`src/rtl/voxel_chunk_store_access_top_defines.svh`:
```
// ----------------------------------------------------------------------------
// Voxel chunk store access: assertion macros
// Shared assertion forms, clocked on clk and disabled during rst.
// ----------------------------------------------------------------------------
`ifndef VOXEL_CHUNK_STORE_ACCESS_TOP_DEFINES_SVH
`define VOXEL_CHUNK_STORE_ACCESS_TOP_DEFINES_SVH

// Same-cycle implication.
`define VCSA_ASSERT_NOW(lbl, ante, cons) \
  lbl: assert property (@(posedge clk) disable iff (rst) (ante) |-> (cons)) \
    else $error("voxel chunk store: same-cycle check failed");

// Next-cycle implication.
`define VCSA_ASSERT_NEXT(lbl, ante, cons) \
  lbl: assert property (@(posedge clk) disable iff (rst) (ante) |=> (cons)) \
    else $error("voxel chunk store: next-cycle check failed");

`endif

```
`src/rtl/vcsa_pkg.sv`:
```
// ----------------------------------------------------------------------------
// Voxel chunk store access package
// Geometry constants, beat types and the per-axis coordinate split.
// ----------------------------------------------------------------------------
package vcsa_pkg;

  localparam int CHUNK_EDGE  = 16;
  localparam int SLOT_COUNT  = 27;
  localparam int SLOT_ROW    = 3;
  localparam int SLOT_PLANE  = 9;
  localparam int CHUNK_AREA  = CHUNK_EDGE * CHUNK_EDGE;
  localparam int CHUNK_VOL   = CHUNK_AREA * CHUNK_EDGE;
  localparam int STORE_DEPTH = SLOT_COUNT * CHUNK_VOL;
  localparam int ADDR_W      = $clog2(STORE_DEPTH);
  localparam int LOC_W       = $clog2(CHUNK_EDGE);
  localparam int SLOT_W      = 5;
  localparam int VOXEL_W     = 16;
  localparam int COORD_W     = 16;
  localparam int CFG_W       = 27;

  typedef enum logic [0:0] {
    CFG_READY_MASK = 1'b0,
    CFG_PIPE_IDLE  = 1'b1
  } cfg_index_t;

  typedef enum logic [0:0] {
    OP_READ  = 1'b0,
    OP_WRITE = 1'b1
  } opcode_t;

  typedef struct packed {
    logic                      opcode;
    logic signed [COORD_W-1:0] coord_x;
    logic signed [COORD_W-1:0] coord_y;
    logic signed [COORD_W-1:0] coord_z;
    logic [VOXEL_W-1:0]        write_value;
  } req_t;

  typedef struct packed {
    logic [VOXEL_W-1:0]    read_value;
    logic                  hit;
    logic [SLOT_W-1:0]     slot_index;
    logic [SLOT_COUNT-1:0] changed_mask;
  } rsp_t;

  // Decoded request handed from the address unit to the access stage.
  typedef struct packed {
    logic               served;
    logic               is_write;
    logic [SLOT_W-1:0]  slot;
    logic [ADDR_W-1:0]  addr;
    logic [VOXEL_W-1:0] wdata;
  } dec_t;

  typedef struct packed {
    logic             in_range;
    logic [1:0]       offset;
    logic [LOC_W-1:0] local_pos;
  } axis_t;

  // Floor split against one chunk edge. Only offsets -1..1 matter, so the
  // coordinate must fall in [-E, 2E-1]; four compares pick the band.
  function automatic axis_t split_axis(logic signed [COORD_W-1:0] c);
    logic signed [COORD_W:0] cw;
    logic signed [COORD_W:0] e;
    logic signed [COORD_W:0] sum;
    axis_t a;
    cw = {c[COORD_W-1], c};
    e  = (COORD_W+1)'(CHUNK_EDGE);
    a.in_range = 1'b1;
    if (cw < -e) begin
      a.in_range = 1'b0;
      a.offset   = 2'd0;
      sum        = cw;
    end else if (cw < 0) begin
      a.offset = 2'd0;
      sum      = cw + e;
    end else if (cw < e) begin
      a.offset = 2'd1;
      sum      = cw;
    end else if (cw < (e <<< 1)) begin
      a.offset = 2'd2;
      sum      = cw - e;
    end else begin
      a.in_range = 1'b0;
      a.offset   = 2'd0;
      sum        = cw;
    end
    a.local_pos = sum[LOC_W-1:0];
    return a;
  endfunction

endpackage

```
`src/rtl/vcsa_decode.sv`:
```
// ----------------------------------------------------------------------------
// Voxel chunk store address unit
// Split coordinates, form slot and store address, decide whether to serve.
// ----------------------------------------------------------------------------
module vcsa_decode (
  input  vcsa_pkg::req_t                    req,
  input  logic [vcsa_pkg::SLOT_COUNT-1:0]   ready_mask,
  input  logic                              pipe_idle,
  output vcsa_pkg::dec_t                    dec
);

  vcsa_pkg::axis_t ax;
  vcsa_pkg::axis_t ay;
  vcsa_pkg::axis_t az;
  logic            in_range;
  logic [vcsa_pkg::SLOT_W-1:0] slot;
  logic [vcsa_pkg::ADDR_W-1:0] addr;
  logic            is_write;

  assign ax = vcsa_pkg::split_axis(req.coord_x);
  assign ay = vcsa_pkg::split_axis(req.coord_y);
  assign az = vcsa_pkg::split_axis(req.coord_z);

  assign in_range = ax.in_range && ay.in_range && az.in_range;
  assign is_write = (req.opcode == vcsa_pkg::OP_WRITE);

  always_comb begin
    slot = '0;
    if (in_range) begin
      slot = vcsa_pkg::SLOT_W'(az.offset) * vcsa_pkg::SLOT_W'(vcsa_pkg::SLOT_PLANE)
           + vcsa_pkg::SLOT_W'(ay.offset) * vcsa_pkg::SLOT_W'(vcsa_pkg::SLOT_ROW)
           + vcsa_pkg::SLOT_W'(ax.offset);
    end
  end

  assign addr = vcsa_pkg::ADDR_W'(slot) * vcsa_pkg::ADDR_W'(vcsa_pkg::CHUNK_VOL)
              + vcsa_pkg::ADDR_W'(az.local_pos) * vcsa_pkg::ADDR_W'(vcsa_pkg::CHUNK_AREA)
              + vcsa_pkg::ADDR_W'(ay.local_pos) * vcsa_pkg::ADDR_W'(vcsa_pkg::CHUNK_EDGE)
              + vcsa_pkg::ADDR_W'(ax.local_pos);

  // Idle gates reads only; writes go through whenever in range and the chunk is ready.
  assign dec.served   = in_range && ready_mask[slot] && (is_write || pipe_idle);
  assign dec.is_write = is_write;
  assign dec.slot     = slot;
  assign dec.addr     = addr;
  assign dec.wdata    = req.write_value;

endmodule

```
`config.mk`:
```
export PLATFORM = sky130hd
export DESIGN_NAME = vcsa_decode
export DESIGN_NICKNAME = d
export VERILOG_FILES = /design/src/rtl/voxel_chunk_store_access_top_defines.svh /design/src/rtl/vcsa_pkg.sv /design/src/rtl/vcsa_decode.sv
export SDC_FILE = /design/constraint.sdc
export NUM_CORES = 1
export LEC_CHECK = 0
export BUFFER_PORTS_ARGS = -buffer_cell sky130_fd_sc_hd__buf_2
export CAP_MARGIN = 20
export CORE_MARGIN = 8
export CORE_UTILIZATION = 36
export DETAILED_ROUTE_END_ITERATION = 16
export PLACE_DENSITY = 0.89
export SYNTH_ARGS = -nofsm -noshare
export SYNTH_HDL_FRONTEND = slang
export SYNTH_SLANG_ARGS = --single-unit
```
`constraint.sdc`:
```
create_clock -name vclk -period 4.7
set_clock_uncertainty 0.2 [all_clocks]
set_input_delay 0.235 -clock vclk [all_inputs]
set_output_delay 0.235 -clock vclk [all_outputs]
set_load 0.05 [all_outputs]
```
**Word-level counts from Yosys, hierarchy flattened**

Cells that the tools add are included.

- Register bits: 0
- Latch bits: 0
- RAM bits: 0
- Memory bits (read-only): 0
- Input port bits: 93
- Output and inout port bits: 40
- Word-level logic and storage cells: 67
- Memories kept: 0

- $add $sub $neg: 11
- Multipliers: 2
- Divide/modulo/power cells: 0
- $lt $le $gt $ge: 13
- Equality and inequality tests: 0
- Shift-type cells: 0
- Multiplexer cells: 36
- Bitwise logic cells: 0
- Reductions and logical operators: 5

Operators by type and width:

| kind | count |
|---|---|
| $lt A16 B1 Y1 const B | 3 |
| $lt A16 B5 Y1 const B | 3 |
| $lt A16 B6 Y1 const B | 3 |
| $lt A16 B7 Y1 const B | 3 |
| $mux W4 | 12 |
| $mux W2 | 9 |
| $add A17 B12 Y17 | 1 |
| $add A17 B4 Y17 | 1 |
| $add A17 B8 Y17 | 1 |
| $add A4 B1 Y4 const B | 3 |
| $sub A4 B1 Y4 const B | 3 |
| $mux W1 | 10 |
| $mux W3 | 3 |
| $lt A5 B6 Y1 const B | 1 |
| $add A5 B2 Y5 | 1 |
| $add A5 B4 Y5 | 1 |
| $bmux W1 S5 | 1 |
| $mul A2 B4 Y5 const B | 1 |
| $mux W5 | 1 |
| $logic_and A1 B1 Y1 | 4 |
| $mul A2 B2 Y4 const B | 1 |
| $logic_or A1 B1 Y1 | 1 |

**Longest topological paths before layout**

- Depth after elaboration: 13
- Depth in mapped cells: 18
- Depth with buffers taken out: 18

**Least setup slack after synthesis**

OpenSTA, ideal clock, no wires.

- Kind: input port to output port
- Start point: input req[63] (netlist name)
- End point: output dec[39] (netlist name)
- Arrival time: 5.003 ns
- Required time: 4.265 ns
- Path slack: -0.738 ns
- Cell stages on the path: 14
- Buffers on the path: 0
- Path through: or4_4 > nor4_1 > ha_1 > nand2b_1 > nor4_2 > fa_1 > a21o_1 > fa_1 > xnor2_1 > a211oi_1 > nand2_1 > inv_1 > a21oi_1 > a311oi_1

RTL lines:

| element | line | RTL |
|---|---|---|
| start, declared | vcsa_decode.sv:6 | `input vcsa_pkg::req_t req,` |
| end, declared | vcsa_decode.sv:9 | `output vcsa_pkg::dec_t dec` |

==> summary.md <==
Floorplan
- vertical die dimension: 73.7 µm
- die extent in x: 73.7 µm
- Die Area: 5440 µm²
- Starting Density: 36.8%
- CORE AREA: 3260 µm²
- Ports: 133
- num rows: 21

Timing
- worst hold slack: 0.270 ns
- RSZ-0062 raised after global routing: true
- Slew Viols, Final: 0
- relative slew slack: 59.7%
- crit share post-route: 101%
- total count of hold-check failures in the final report: 0
- pin slew with the least headroom to its limit: 0.599 ns
- setup violators final: 1
- final critical delay including setup and external delays: 4.73 ns
- final worst-path setup slack: -0.0278 ns
- maximum clock rate: 0.212 GHz

Route
- routed len/inst: 15.6 µm
- routed via count divided by cell count: 5.33
- Routed Antenna Nets: 0
- WL final: 4170 µm
- post-route DRC violation count: 0
- iteration-0 DRC count of the detailed router: 56
- drt pass-1 iters: 5
- via count of the routed design: 1424

Worst setup path
- largest driver fanout on the critical path: 4
- Worst path slowest cell: or4_4
- family with the most delay on the worst path: simple AND/OR/NAND/NOR gates
- Startpoint Class: input port
- data arrival time of the worst path: 4.29 ns
- CP Cell Sequence: buf_6 > or4_4 > nor4_4 > ha_1 > nand2b_1 > nor4_4 > fa_1 > a21o_1 > fa_2 > a31oi_1 > xor2_1 > buf_4 > a31oi_2 > o211a_1 > a311oi_4 > buf_6
- crit path to: dec[39]
- Stages on worst setup path: 16
- critical path class: input port to output port
- Worst setup startpoint: req[60]
- capturing element type of the critical path: output port
- CP peak stage delay: 0.55 ns
- Crit path required time: 4.26 ns
- Worst Path Buf+Inv: 3

Synth
- number of distinct standard cells referenced by the synthesized netlist: 39
- Synth Instances: 162
- number of nets in the synthesized netlist: 265
- most used standard cells in the synthesized netlist: buf_4 (34), inv_1 (11), nand2_1 (11)
- total of warnings raised by yosys: 0
- average cell area after synthesis: 7.41 µm²
- cell types occupying the most area after synthesis: buf_4 (21%), ha_1 (7.3%), mux2i_1 (5.8%)
- sequential-to-total area share from yosys stat: 0%
- leading area contributor after synthesis: buf_4
- area share of the leading cell type in the synthesized netlist: 21.3%
- cell with the most instances after synthesis: buf_4
- netlist area before placement: 1200 µm²

Clock network
- CTS Hold Buffers Added: 0

Hold path
- kind of path behind the tightest hold check: input port to output port

Cells and area
- storage element area: 0 µm²
- layout overhead on the synthesized area: 38.2%
- num sequential: 0
- count of clock-net buffers in the final layout: 0
- final instance count without filler cells: 267
- Antenna diodes: 0
- Final #Nets: 326
- fraction of layout instances using a drive strength above 1: 53.4%

Global route
- GRT Total Usage: 13.6%
- grt ovf: 0
- pin count of the biggest net entering global routing: 15
- global-route wire length before repair: 6200 µm
- vias in the first global route: 1493
- number of antenna violations at the first check in global routing: 0

Placement
- Cells after DPL: 262
- IO Port Bufs: 77
- HPWL after DPL: 3490 µm
- Placer Congestion: 0.824

Pwr
- ratio of total power to cell area: 39.9 nW/µm²
- highest ir drop seen on vdd: 0.0193 mV
- static power due to leakage: 0.000802 µW

Outcome
- violated checks: setup timing
- run status: finished with violations

Run
- max-capacitance violation count: 0

layer usage:
metal | routed length [µm] | vias up | global-route usage (%)
met3 | 397 | 16 | 5.73
met2 | 2290 | 47 | 25.4
met1 | 1390 | 668 | 13.3
li1 | - | 693 | -
met4 | 90 | 0 | 3.10
met5 | 0 | - | 0
worst min-delay path by stage:
| stage | slack, ns | start | cells past startpoint | endpoint |
|---|---|---|---|---|
| finish | 0.27 | req[14] | 0 | dec[14] |
| global route | 0.27 | req[6] | 0 | dec[6] |
| CTS | 0.27 | req[0] | 0 | dec[0] |
| detailed placement | 0.27 | req[0] | 0 | dec[0] |
| global placement | 0.27 | req[0] | 0 | dec[0] |
| floorplan | 0.44 | req[0] | 1 | dec[0] |
cell usage in the layout (no fill, tap or decap), types with 2 or more instances in the layout:
cell / instances
fa_1: 2
nand4_1: 9
nand3_1: 4
o31ai_1: 5
buf_2: 75
a21oi_1: 3
inv_1: 10
or4_4: 2
mux4_2: 2
buf_4: 19
nor2b_1: 4
buf_6: 2
a31oi_1: 5
nor4_4: 2
mux2i_1: 7
nor4_1: 4
or3_1: 2
nand2_1: 11
o2111a_1: 2
nor2_1: 5
nand2b_1: 3
nor3_1: 5
ha_1: 7
and2_1: 2
a21oi_2: 2
and3_1: 3
through the flow:
step           power (µW)  setup WS [ns]  TNS [ns]  cell area, µm²  utilization, %
2_1_floorplan        88.6         0.0144         0            1220               -
3_3_place_gp         59.3        -0.0276   -0.0276            1500            46.1
5_1_grt              73.0         -0.185    -0.185            1660            50.9
3_5_place_dp         60.8         -0.101    -0.101            1500            46.1
4_1_cts              61.6        0.00570         0            1540            47.2
6_report             66.2        -0.0278   -0.0278            1660            50.9
cell families (layout without fill, tap and decap cells):
logic type	Yosys count	after routing	synth area share (%)
muxes	9	9	9.59
and+or+nand+nor	60	60	29.5
adders and majority gates	10	10	12.3
AOI/OAI and AO/OA	31	31	20.0
xor gates and xnor gates	4	4	2.92
buffers and inverters	48	107	25.7
cell type report:
cell class,instances,area [µm²]
well taps,46,57.6
repair buffers,96,541
inverters,11,45.0
multi-input cells,114,1010
fillers,320,1600
power breakdown:
group	total, µW	switching [µW]	internal, µW
registers	0	0	0
clock network	0	0	0
logic	66.2	31.4	34.8
total	66.2	31.4	34.8
what timing repair did:
action,CTS,global route
pin swaps,1,9
endpoints found under the setup margin,1,1
setup buffers,0,5
gates resized for setup,6,15
(Power assumes the default switching activity.)
